## src/design/bitmap_allocator_fifo_victim_top_macros.svh

```systemverilog
// Assertion macros shared by the frame allocator modules.
// Depends on nothing; a module that uses them has ports named i_clk and i_rst_n.
`ifndef BITMAP_ALLOCATOR_FIFO_VICTIM_TOP_MACROS_SVH
`define BITMAP_ALLOCATOR_FIFO_VICTIM_TOP_MACROS_SVH

`ifndef SYNTHESIS

// A property that must hold at every clock edge outside reset.
`define BAFV_ASSERT(label, prop, msg) \
    label: assert property (@(posedge i_clk) disable iff (!i_rst_n) prop) else $error(msg);

// A condition that must never be seen outside reset.
`define BAFV_NEVER(label, cond, msg) \
    label: assert property (@(posedge i_clk) disable iff (!i_rst_n) !(cond)) else $error(msg);

`else

`define BAFV_ASSERT(label, prop, msg)
`define BAFV_NEVER(label, cond, msg)

`endif

`endif

```

## src/design/bafv_pkg.sv

```systemverilog
// Shared types, codes and default sizes of the frame allocator.
// Used by bafv_engine, the top level and the benches; depends on nothing.
package bafv_pkg;

    // Default sizes, handed to the top-level parameters.
    localparam int NUM_BITS_DEF    = 128;
    localparam int WORD_BITS_DEF   = 32;
    localparam int OWNER_WIDTH_DEF = 8;

    // Action codes carried in the input tuser.
    localparam logic [2:0] ACT_MARK  = 3'd0;
    localparam logic [2:0] ACT_CLEAR = 3'd1;
    localparam logic [2:0] ACT_TEST  = 3'd2;
    localparam logic [2:0] ACT_ALLOC = 3'd3;
    localparam logic [2:0] ACT_POP   = 3'd4;

    // Status codes carried in the output tuser.
    localparam logic [1:0] ST_OK    = 2'd0;
    localparam logic [1:0] ST_FULL  = 2'd1;
    localparam logic [1:0] ST_RANGE = 2'd2;
    localparam logic [1:0] ST_EMPTY = 2'd3;

    // One request word.
    typedef struct packed {
        logic [2:0] action;
        logic [7:0] bit_index;
        logic [7:0] owner_id;
    } t_item;

    // One response word.
    typedef struct packed {
        logic [6:0] result_index;
        logic [7:0] result_owner;
        logic       bit_value;
        logic [7:0] free_count;
        logic [1:0] status;
    } t_result;

endpackage

```

## src/design/bafv_ram.sv

```systemverilog
// Generic simple dual-port RAM: one write port, one read port, registered read data.
// Depends on nothing.
module bafv_ram #(
    parameter int WIDTH = 8,
    parameter int DEPTH = 128
) (
    input  logic                                 i_clk,
    input  logic                                 i_we,
    input  logic [(DEPTH > 1 ? $clog2(DEPTH) : 1)-1:0] i_waddr,
    input  logic [WIDTH-1:0]                     i_wdata,
    input  logic                                 i_re,
    input  logic [(DEPTH > 1 ? $clog2(DEPTH) : 1)-1:0] i_raddr,
    output logic [WIDTH-1:0]                     o_rdata
);

    logic [WIDTH-1:0] r_mem [DEPTH];
    logic [WIDTH-1:0] r_rdata;

    // Write port.
    always_ff @(posedge i_clk) begin
        if (i_we) begin
            r_mem[i_waddr] <= i_wdata;
        end
    end

    // Read port; the data holds while no read is issued.
    always_ff @(posedge i_clk) begin
        if (i_re) begin
            r_rdata <= r_mem[i_raddr];
        end
    end

    assign o_rdata = r_rdata;

endmodule

```

## src/design/bafv_ffz.sv

```systemverilog
// Finds the lowest clear bit of one bitmap word.
// Uses nothing from the package.
module bafv_ffz #(
    parameter int WORD_BITS = 32
) (
    input  logic [WORD_BITS-1:0]         i_word,
    output logic                         o_found,
    output logic [$clog2(WORD_BITS)-1:0] o_pos
);

    localparam int BW = $clog2(WORD_BITS);

    // Priority pick from the top down so that the lowest clear bit wins.
    always_comb begin
        o_pos = '0;
        for (int b = WORD_BITS - 1; b >= 0; b--) begin
            if (!i_word[b]) begin
                o_pos = BW'(b);
            end
        end
        o_found = ~&i_word;
    end

endmodule

```

## src/design/bafv_engine.sv

```systemverilog
// Sequencer of the frame allocator: bitmap, owner/queued and victim FIFO memories
// with their read-modify-write control. Depends on bafv_pkg, bafv_ram, bafv_ffz.
`include "bitmap_allocator_fifo_victim_top_macros.svh"

module bafv_engine
    import bafv_pkg::*;
#(
    parameter int NUM_BITS    = NUM_BITS_DEF,
    parameter int WORD_BITS   = WORD_BITS_DEF,
    parameter int OWNER_WIDTH = OWNER_WIDTH_DEF
) (
    input  logic    i_clk,
    input  logic    i_rst_n,
    input  logic    i_item_valid,
    output logic    o_item_ready,
    input  t_item   i_item,
    output logic    o_res_valid,
    input  logic    i_res_ready,
    output t_result o_res
);

    localparam int IW        = $clog2(NUM_BITS);
    localparam int BW        = $clog2(WORD_BITS);
    localparam int XW        = IW + BW;
    localparam int NUM_WORDS = (NUM_BITS + WORD_BITS - 1) / WORD_BITS;
    localparam int WA        = (NUM_WORDS > 1) ? $clog2(NUM_WORDS) : 1;
    localparam int FW        = $clog2(NUM_BITS + 1);
    localparam int OQW       = OWNER_WIDTH + 1;
    localparam int LAST_BITS = NUM_BITS - (NUM_WORDS - 1) * WORD_BITS;
    localparam logic [WA-1:0] LAST_WORD = WA'(NUM_WORDS - 1);
    localparam logic [IW-1:0] LAST_IDX  = IW'(NUM_BITS - 1);
    // Bits of the last word beyond the map count as used during a scan.
    localparam logic [WORD_BITS-1:0] PAD_MASK =
        ~({WORD_BITS{1'b1}} >> (WORD_BITS - LAST_BITS));
    localparam logic [WORD_BITS-1:0] ONE_W = WORD_BITS'(1);

    // Sequencer states.
    localparam logic [2:0] S_IDLE = 3'd0;
    localparam logic [2:0] S_BIT  = 3'd1;
    localparam logic [2:0] S_SCAN = 3'd2;
    localparam logic [2:0] S_AWR  = 3'd3;
    localparam logic [2:0] S_POPA = 3'd4;
    localparam logic [2:0] S_POPB = 3'd5;
    localparam logic [2:0] S_FIN  = 3'd6;

    logic [2:0]             r_state, n_state;
    logic [2:0]             r_act, n_act;
    logic [7:0]             r_idx, n_idx;
    logic [OWNER_WIDTH-1:0] r_owner, n_owner;
    logic [WA-1:0]          r_word, n_word;
    logic [BW-1:0]          r_bitpos, n_bitpos;
    logic [IW-1:0]          r_vidx, n_vidx;
    logic [IW-1:0]          r_head, n_head;
    logic [IW-1:0]          r_tail, n_tail;
    logic [FW-1:0]          r_fill, n_fill;
    logic [FW-1:0]          r_free, n_free;
    logic [1:0]             r_fin_status, n_fin_status;
    logic [6:0]             r_fin_index, n_fin_index;
    logic                   r_clearing;
    logic [IW-1:0]          r_clr_cnt;

    // Memory ports.
    logic                   bm_we, bm_re;
    logic [WA-1:0]          bm_waddr, bm_raddr;
    logic [WORD_BITS-1:0]   bm_wdata, bm_rdata;
    logic                   oq_we, oq_re;
    logic [IW-1:0]          oq_waddr, oq_raddr;
    logic [OQW-1:0]         oq_wdata, oq_rdata;
    logic                   vf_we, vf_re;
    logic [IW-1:0]          vf_waddr, vf_raddr;
    logic [IW-1:0]          vf_wdata, vf_rdata;

    logic [XW-1:0]          in_x, vf_x;
    logic [WORD_BITS-1:0]   scan_word;
    logic                   scan_found;
    logic [BW-1:0]          scan_pos;
    logic                   bit_now;
    logic                   out_go;
    logic                   item_take;

    bafv_ram #(.WIDTH(WORD_BITS), .DEPTH(NUM_WORDS)) u_bitmap (
        .i_clk   (i_clk),
        .i_we    (bm_we),
        .i_waddr (bm_waddr),
        .i_wdata (bm_wdata),
        .i_re    (bm_re),
        .i_raddr (bm_raddr),
        .o_rdata (bm_rdata)
    );

    // Each entry holds the queued mark above the owner tag.
    bafv_ram #(.WIDTH(OQW), .DEPTH(NUM_BITS)) u_owner (
        .i_clk   (i_clk),
        .i_we    (oq_we),
        .i_waddr (oq_waddr),
        .i_wdata (oq_wdata),
        .i_re    (oq_re),
        .i_raddr (oq_raddr),
        .o_rdata (oq_rdata)
    );

    bafv_ram #(.WIDTH(IW), .DEPTH(NUM_BITS)) u_victim (
        .i_clk   (i_clk),
        .i_we    (vf_we),
        .i_waddr (vf_waddr),
        .i_wdata (vf_wdata),
        .i_re    (vf_re),
        .i_raddr (vf_raddr),
        .o_rdata (vf_rdata)
    );

    // Lowest free bit of the word under scan.
    assign scan_word = (r_word == LAST_WORD) ? (bm_rdata | PAD_MASK) : bm_rdata;

    bafv_ffz #(.WORD_BITS(WORD_BITS)) u_ffz (
        .i_word  (scan_word),
        .o_found (scan_found),
        .o_pos   (scan_pos)
    );

    assign in_x    = XW'(i_item.bit_index);
    assign vf_x    = XW'(vf_rdata);
    assign bit_now = bm_rdata[r_bitpos];
    assign out_go  = i_res_ready;

    assign o_item_ready = (r_state == S_IDLE) && !r_clearing;
    assign item_take    = i_item_valid && o_item_ready;

    // Sequencer and memory control.
    always_comb begin
        n_state      = r_state;
        n_act        = r_act;
        n_idx        = r_idx;
        n_owner      = r_owner;
        n_word       = r_word;
        n_bitpos     = r_bitpos;
        n_vidx       = r_vidx;
        n_head       = r_head;
        n_tail       = r_tail;
        n_fill       = r_fill;
        n_free       = r_free;
        n_fin_status = r_fin_status;
        n_fin_index  = r_fin_index;
        bm_we    = 1'b0;
        bm_waddr = '0;
        bm_wdata = '0;
        bm_re    = 1'b0;
        bm_raddr = '0;
        oq_we    = 1'b0;
        oq_waddr = '0;
        oq_wdata = '0;
        oq_re    = 1'b0;
        oq_raddr = '0;
        vf_we    = 1'b0;
        vf_waddr = '0;
        vf_wdata = '0;
        vf_re    = 1'b0;
        vf_raddr = '0;
        o_res_valid = 1'b0;
        o_res       = '0;

        if (r_clearing) begin
            // Clearing pass after reset: one owner entry and one bitmap word a cycle.
            oq_we    = 1'b1;
            oq_waddr = r_clr_cnt;
            if (r_clr_cnt < IW'(NUM_WORDS)) begin
                bm_we    = 1'b1;
                bm_waddr = WA'(r_clr_cnt);
            end
        end

        case (r_state)
            S_IDLE: begin
                if (i_item_valid && o_item_ready) begin
                    n_act   = i_item.action;
                    n_idx   = i_item.bit_index;
                    n_owner = OWNER_WIDTH'(i_item.owner_id);
                    n_fin_index = i_item.bit_index[6:0];
                    n_fin_status = ST_OK;
                    if (i_item.action inside {ACT_MARK, ACT_CLEAR, ACT_TEST}) begin
                        if (32'(i_item.bit_index) >= NUM_BITS) begin
                            n_fin_status = ST_RANGE;
                            n_state      = S_FIN;
                        end else begin
                            n_bitpos = in_x[BW-1:0];
                            bm_re    = 1'b1;
                            bm_raddr = WA'(in_x >> BW);
                            oq_re    = 1'b1;
                            oq_raddr = IW'(in_x);
                            n_state  = S_BIT;
                        end
                    end else if (i_item.action == ACT_ALLOC) begin
                        n_word   = '0;
                        bm_re    = 1'b1;
                        bm_raddr = '0;
                        n_state  = S_SCAN;
                    end else if (i_item.action == ACT_POP) begin
                        if (r_fill == '0) begin
                            n_fin_index  = '0;
                            n_fin_status = ST_EMPTY;
                            n_state      = S_FIN;
                        end else begin
                            vf_re    = 1'b1;
                            vf_raddr = r_head;
                            n_state  = S_POPA;
                        end
                    end else begin
                        n_state = S_FIN;
                    end
                end
            end

            // Mark, clear or test with the addressed word in hand.
            S_BIT: begin
                if (out_go) begin
                    if (r_act == ACT_MARK && !bit_now) begin
                        bm_we    = 1'b1;
                        bm_waddr = WA'(XW'(r_idx) >> BW);
                        bm_wdata = bm_rdata | (ONE_W << r_bitpos);
                        n_free   = r_free - FW'(1);
                    end else if (r_act == ACT_CLEAR) begin
                        if (bit_now) begin
                            bm_we    = 1'b1;
                            bm_waddr = WA'(XW'(r_idx) >> BW);
                            bm_wdata = bm_rdata & ~(ONE_W << r_bitpos);
                            n_free   = r_free + FW'(1);
                        end
                        oq_we    = 1'b1;
                        oq_waddr = IW'(XW'(r_idx));
                        oq_wdata = {oq_rdata[OQW-1], {OWNER_WIDTH{1'b0}}};
                    end
                    o_res_valid        = 1'b1;
                    o_res.result_index = r_idx[6:0];
                    o_res.bit_value    = bit_now;
                    o_res.free_count   = 8'(n_free);
                    o_res.status       = ST_OK;
                    n_state            = S_IDLE;
                end
            end

            // One bitmap word per cycle while out_go; the next read as this is checked.
            S_SCAN: begin
                if (out_go) begin
                    if (scan_found) begin
                        bm_we    = 1'b1;
                        bm_waddr = r_word;
                        bm_wdata = bm_rdata | (ONE_W << scan_pos);
                        n_vidx   = IW'({r_word, scan_pos});
                        oq_re    = 1'b1;
                        oq_raddr = IW'({r_word, scan_pos});
                        n_state  = S_AWR;
                    end else if (r_word == LAST_WORD) begin
                        o_res_valid      = 1'b1;
                        o_res.free_count = 8'(r_free);
                        o_res.status     = ST_FULL;
                        n_state          = S_IDLE;
                    end else begin
                        n_word   = r_word + WA'(1);
                        bm_re    = 1'b1;
                        bm_raddr = r_word + WA'(1);
                    end
                end
            end

            // Store the owner and queue the frame unless it is already queued.
            S_AWR: begin
                if (out_go) begin
                    oq_we    = 1'b1;
                    oq_waddr = r_vidx;
                    oq_wdata = {1'b1, r_owner};
                    if (!oq_rdata[OQW-1]) begin
                        vf_we    = 1'b1;
                        vf_waddr = r_tail;
                        vf_wdata = r_vidx;
                        n_tail   = (r_tail == LAST_IDX) ? '0 : r_tail + IW'(1);
                        n_fill   = r_fill + FW'(1);
                    end
                    n_free             = r_free - FW'(1);
                    o_res_valid        = 1'b1;
                    o_res.result_index = 7'(r_vidx);
                    o_res.free_count   = 8'(n_free);
                    o_res.status       = ST_OK;
                    n_state            = S_IDLE;
                end
            end

            // Victim index in hand: dequeue it and fetch its owner and bit.
            S_POPA: begin
                n_vidx   = vf_rdata;
                n_bitpos = vf_x[BW-1:0];
                oq_re    = 1'b1;
                oq_raddr = vf_rdata;
                bm_re    = 1'b1;
                bm_raddr = WA'(vf_x >> BW);
                n_head   = (r_head == LAST_IDX) ? '0 : r_head + IW'(1);
                n_fill   = r_fill - FW'(1);
                n_state  = S_POPB;
            end

            S_POPB: begin
                if (out_go) begin
                    oq_we    = 1'b1;
                    oq_waddr = r_vidx;
                    oq_wdata = {1'b0, oq_rdata[OWNER_WIDTH-1:0]};
                    o_res_valid        = 1'b1;
                    o_res.result_index = 7'(r_vidx);
                    o_res.result_owner = 8'(oq_rdata[OWNER_WIDTH-1:0]);
                    o_res.bit_value    = bit_now;
                    o_res.free_count   = 8'(r_free);
                    o_res.status       = ST_OK;
                    n_state            = S_IDLE;
                end
            end

            // Results that need no memory: range errors, empty queue, unused codes.
            S_FIN: begin
                if (out_go) begin
                    o_res_valid        = 1'b1;
                    o_res.result_index = r_fin_index;
                    o_res.free_count   = 8'(r_free);
                    o_res.status       = r_fin_status;
                    n_state            = S_IDLE;
                end
            end

            default: begin
                n_state = S_IDLE;
            end
        endcase
    end

    // Control registers.
    always_ff @(posedge i_clk) begin
        if (!i_rst_n) begin
            r_state    <= S_IDLE;
            r_head     <= '0;
            r_tail     <= '0;
            r_fill     <= '0;
            r_free     <= FW'(NUM_BITS);
            r_clearing <= 1'b1;
            r_clr_cnt  <= '0;
        end else begin
            r_state <= n_state;
            r_head  <= n_head;
            r_tail  <= n_tail;
            r_fill  <= n_fill;
            r_free  <= n_free;
            if (r_clearing) begin
                r_clr_cnt <= r_clr_cnt + IW'(1);
                if (r_clr_cnt == LAST_IDX) begin
                    r_clearing <= 1'b0;
                end
            end
        end
    end

    // Per-item working registers.
    always_ff @(posedge i_clk) begin
        r_act        <= n_act;
        r_idx        <= n_idx;
        r_owner      <= n_owner;
        r_word       <= n_word;
        r_bitpos     <= n_bitpos;
        r_vidx       <= n_vidx;
        r_fin_status <= n_fin_status;
        r_fin_index  <= n_fin_index;
    end

    `BAFV_NEVER(a_free_range, r_free > FW'(NUM_BITS), "free count above map size")
    `BAFV_NEVER(a_fill_range, r_fill > FW'(NUM_BITS), "victim queue fill above map size")
    `BAFV_NEVER(a_empty_ptrs, (r_fill == '0) && (r_head != r_tail), "pointers apart when empty")
    `BAFV_ASSERT(a_busy_after_accept, item_take |=> !o_item_ready, "second word taken while busy")
    `BAFV_NEVER(a_res_stall, o_res_valid && !i_res_ready, "result into a full output stage")

endmodule

```

## src/design/bitmap_allocator_fifo_victim_top.sv

```systemverilog
// Top level of the frame allocator: stream ports, word packing and the output register.
// Depends on bafv_pkg and bafv_engine.
//
// Frame allocator with a used/free bitmap, an owner tag per frame and a FIFO of
// allocated frames that supplies replacement victims. After reset the block runs a
// clearing pass over every owner entry and bitmap word and takes no request word
// until it ends. Items are handled one at a time. Mark, clear and test read the
// addressed bitmap word and owner entry first; range errors, an empty-queue pop and
// unused action codes need no memory. Pop reads the victim FIFO, followed by the
// owner and bitmap memories. Allocate scans the bitmap memory one WORD_BITS-wide
// word per cycle while the output register can take a result, then the owner entry
// is read and written back. A result waits in the output register while the next
// request is accepted. WORD_BITS must be a power of two.
module bitmap_allocator_fifo_victim_top
    import bafv_pkg::*;
#(
    parameter int NUM_BITS    = NUM_BITS_DEF,
    parameter int WORD_BITS   = WORD_BITS_DEF,
    parameter int OWNER_WIDTH = OWNER_WIDTH_DEF
) (
    input  logic        i_clk,
    input  logic        i_rst_n,
    input  logic        s_axis_tvalid,
    output logic        s_axis_tready,
    input  logic [15:0] s_axis_tdata,  // bit_index [7:0], owner_id [15:8]
    input  logic [2:0]  s_axis_tuser,  // action [2:0]
    output logic        m_axis_tvalid,
    input  logic        m_axis_tready,
    output logic [23:0] m_axis_tdata,  // result_index [6:0], result_owner [14:7],
                                       // bit_value [15], free_count [23:16]
    output logic [1:0]  m_axis_tuser   // status [1:0]
);

    t_item   item;
    t_result eng_res;
    t_result r_out;
    logic    eng_res_valid;
    logic    out_free;
    logic    r_out_valid;

    // Unpack the request word.
    assign item.action    = s_axis_tuser;
    assign item.bit_index = s_axis_tdata[7:0];
    assign item.owner_id  = s_axis_tdata[15:8];

    assign out_free = !r_out_valid || m_axis_tready;

    bafv_engine #(
        .NUM_BITS    (NUM_BITS),
        .WORD_BITS   (WORD_BITS),
        .OWNER_WIDTH (OWNER_WIDTH)
    ) u_engine (
        .i_clk        (i_clk),
        .i_rst_n      (i_rst_n),
        .i_item_valid (s_axis_tvalid),
        .o_item_ready (s_axis_tready),
        .i_item       (item),
        .o_res_valid  (eng_res_valid),
        .i_res_ready  (out_free),
        .o_res        (eng_res)
    );

    // Output register between the engine and the response stream.
    always_ff @(posedge i_clk) begin
        if (!i_rst_n) begin
            r_out_valid <= 1'b0;
        end else if (eng_res_valid) begin
            r_out_valid <= 1'b1;
        end else if (m_axis_tready) begin
            r_out_valid <= 1'b0;
        end
    end

    always_ff @(posedge i_clk) begin
        if (eng_res_valid) begin
            r_out <= eng_res;
        end
    end

    // Pack the response word.
    assign m_axis_tvalid = r_out_valid;
    assign m_axis_tdata  = {r_out.free_count, r_out.bit_value,
                            r_out.result_owner, r_out.result_index};
    assign m_axis_tuser  = r_out.status;

endmodule

```

## config.mk

```make
export PLATFORM = sky130hd
export DESIGN_NAME = bitmap_allocator_fifo_victim_top
export DESIGN_NICKNAME = d
export VERILOG_FILES = /design/src/design/bafv_pkg.sv /design/src/design/bafv_ram.sv /design/src/design/bafv_ffz.sv /design/src/design/bafv_engine.sv /design/src/design/bitmap_allocator_fifo_victim_top.sv
export VERILOG_INCLUDE_DIRS = /design/src /design/src/design
export SDC_FILE = /design/constraint.sdc
export NUM_CORES = 2
export LEC_CHECK = 0
export ABC_AREA = 0
export BUFFER_PORTS_ARGS = -buffer_cell sky130_fd_sc_hd__buf_2
export CAP_MARGIN = 20
export CORE_ASPECT_RATIO = 0.75
export CORE_UTILIZATION = 47
export CTS_CLUSTER_DIAMETER = 40
export CTS_CLUSTER_SIZE = 12
export DETAILED_ROUTE_END_ITERATION = 12
export REMOVE_ABC_BUFFERS = 1
export SETUP_SLACK_MARGIN = 0.5
export SYNTH_ARGS = -nofsm -noshare
export SYNTH_HDL_FRONTEND = slang
export SYNTH_SLANG_ARGS = --single-unit
```

## constraint.sdc

```tcl
create_clock -name i_clk -period 5.75 [get_ports i_clk]
set_input_delay 0.8625 -clock i_clk [delete_from_list [all_inputs] [get_ports i_clk]]
set_output_delay 0.8625 -clock i_clk [all_outputs]
set_load 0.005 [all_outputs]
```

==> impl_metrics.toml <==
[floorplan]
die_h_um = 390.5
core_um2 = 199900
chipWidth_um = 520.1
ioPinCount = 51
dieArea_um2 = 203100
start_util_pct = 47.33
rows = 142

[logic_synthesis]
ys_warn_count = 0
synthTopCellsByArea = "edfxtp_1 73%, mux4_2 6.4%, nand2_1 3.9%, mux2i_1 2.1%, nand3_1 1.6%"
ys_types = 89
yosysTopAreaCell = "edfxtp_1"
synth.cell_area_um2 = 94610
synth_cells = 6108
ys_ff_latch = 2333
synth_most_common_cell = "edfxtp_1"
yosys-top-cells-count = "2291 x edfxtp_1, 990 x nand2_1, 398 x nor2_1"
synth.avg_cell_area_um2 = 15.49
ys_seq_area_share_pct = 73.61
synth.top_cell.area_share_pct = 72.72
synthFlopType = "edfxtp_1"
synth_edf_count = 2291
ys_async_sr_fraction_pct = 0

[sta]
finalSetupViolations = 0
layout_min_cycle_time_ns = 5.218
fin_tns_setup_ns = 0
rsz0062_at_grt = "false"
final-hold-violation-count = 0
fin_skew_ns = 0.08446
worstMarginPinSlew_ns = 1.210
fin_crit_sh_pct = 90.75
maxSlewHeadroom_pct = 19.10
clock.fmax_mhz = 191.7
final-max-slew-violation-count = 0

[cells_and_area]
multiInputGateArea_um2 = 23610
final_nets = 6416
utilization_pct = 54.23
syn2layout_area_growth_pct = 14.57
seq_area_um2 = 69640
drive_gt1_share_pct = 16.88
fillers = 15776

[worst_setup_path]
critPathSlowestCell = "o21ai_4"
slowest_delay_ns = 0.66
start_kind = "flip-flop"
cp.arrival_ns = 5.84
critPathMaxFanout = 16
cpMostUsedCell = "buf_4"
crit_family = "compound AO/OA/AOI/OAI gates"
cp.buffers_inverters = 3
critPathKind = "reg -> reg"
cp.required_ns = 6.37
end_kind = "flip-flop"
cp_cell_sequence = "and2b_1, o221ai_2, a211oi_2, o2111ai_2, buf_4, o21ai_4, buf_4, nand2_1, buf_4, o22ai_1, o211ai_1, o311a_1, nor4_2, a21oi_1"

[clock_tree]
root_buffer = "clkbuf_16"
cts_tree = "done"
clock_sinks = 2333
cts.path.max_buffers = 4
cts_max_level = 5
clkTransAtPathRegs_ns = 0.06
cts_buffers = 287
insertion_delay_ns = 0.90

[global_route]
grt_pass1_vias = 53809
grt_overflow = 0
grt_antenna_before_repair = 13
grt_usage_pct = 25.18
grt_pass1_wl_um = 374100
grt_max_degree = 129

[drt]
routedWlPerCell_um = 27.99
vias = 56487
drtIter0Drc = 7332
drt-pass1-iter-count = 6
drc = 0
viasPerCell = 6.138
routed_wl_um = 257600
drtAntennaViolNets = 0

[power_and_ir_drop]
vdd_drop_max_uv = 306.5
p_per_area_nw_per_um2 = 398.5
power.total_uw = 43190
p_leak_uw = 0.03666

[placement]
port-buffer-count = 50
dp_hpwl_um = 161000
gp_congestion = 0.9149

[status]
outcome = "finished, final reports clean"

[hold_path]
hold_class = "in -> reg"

[run]
maxCapViolations = 0
[power breakdown]
part           switching [uW]  internal (uW)
clock                    6860          10300
sequential                401          19500
combinational            4150           1900
total                   11400          31800
[flip-flops by register name (all words and copies together), names as in the netlist, 8 cells and up]
name	flops
u_engine.u_owner.r_mem	1152
u_engine.r_owner	8
u_engine.u_victim.r_mem	896
m_axis_tdata	24
u_engine.u_bitmap.r_mem	128
u_engine.u_owner.o_rdata	9
u_engine.u_bitmap.o_rdata	32
u_engine.r_fill	8
u_engine.r_free	8
[logic make-up after synthesis]
family,share of synthesized area [%]
multiplexers,8.722
buffers and inverters,1.812
AO/OA/AOI/OAI,6.228
adder cells (fa/ha/maj),0.1799
XOR/XNOR,0.2685
flip-flops,73.61
AND/OR/NAND/NOR,9.182
[area by class of cell]
cell class	count	share of cell area (%)
sequential	2333	64.25
multi-input combinational	3394	21.78
clock buffer	331	6.994
tap	2664	3.075
timing repair buffer	346	2.684
clock inverter	112	1.145
inverter	18	0.06233
antenna	5	0.01154
[routing by layer]
layer,wire length (um),GRT usage [%],vias to the layer above
li1,-,-,24274
met1,115600,39.13,28856
met2,109000,34.88,2945
met3,27720,6.812,410
met4,5246,6.144,2
met5,13,0,-
[per-stage QoR]
step           setup WS [ns]  hold WS (ns)  area (um2)  cells
2_1_floorplan         -12.11        0.4528       92960   5744
3_3_place_gp         0.05756        0.4763       99320   8738
3_5_place_dp        0.004484        0.4833       99320   8739
4_1_cts               0.4968       0.09195      108200   9189
5_1_grt               0.5024        0.1023      108400   9202
6_report              0.5321        0.1377      108400   9203
[cells in the final DEF (no fill, tap or decap), types with 21 or more instances in the layout]
cell | Yosys | layout
a211oi_1 | 65 | 65
a31oi_1 | 57 | 55
a2111oi_0 | 34 | 29
a22oi_1 | 23 | 23
edfxtp_1 | 2291 | 2291
buf_4 | 18 | 257
o22ai_1 | 91 | 91
clkbuf_1 | 199 | 33
and2_1 | 95 | 85
bufinv_16 | 0 | 21
nand3_1 | 303 | 302
clkinv_1 | 0 | 22
mux2i_1 | 200 | 200
buf_2 | 88 | 51
buf_12 | 0 | 33
o221ai_1 | 84 | 84
a221o_1 | 23 | 22
mux4_2 | 268 | 268
dfxtp_1 | 42 | 40
nor3_1 | 48 | 46
a21oi_1 | 229 | 229
nand2_1 | 990 | 983
nor4_1 | 24 | 22
o21ai_0 | 98 | 97
clkbuf_16 | 0 | 298
nor2b_1 | 30 | 28
nor2_1 | 398 | 394
[repair_timing]
| action | CTS | global route |
|---|---|---|
| endpoints found under the setup margin | 9 | 8 |
| gates cloned | 1 | 0 |
| hold buffers | 0 | 0 |
| setup buffers | 6 | 4 |
| pin swaps | 2 | 2 |
| resized for setup | 7 | 11 |
[path summary, 6_finish.rpt]
check | start | to | slack [ns] | depth (start not counted)
worst min register to register | u_engine.r_fill[3] | u_engine.r_fill[3] | 0.48 | 2
worst max register to register | u_engine.u_bitmap.o_rdata[31] | u_engine.u_owner.o_rdata[7] | 0.53 | 14
worst max-delay path | u_engine.u_bitmap.o_rdata[31] | u_engine.u_owner.o_rdata[7] | 0.53 | 14
worst min-delay path | s_axis_tdata[13] | u_engine.r_owner[5] | 0.14 | 1
No activity file was read; power rests on OpenSTA's default activity.
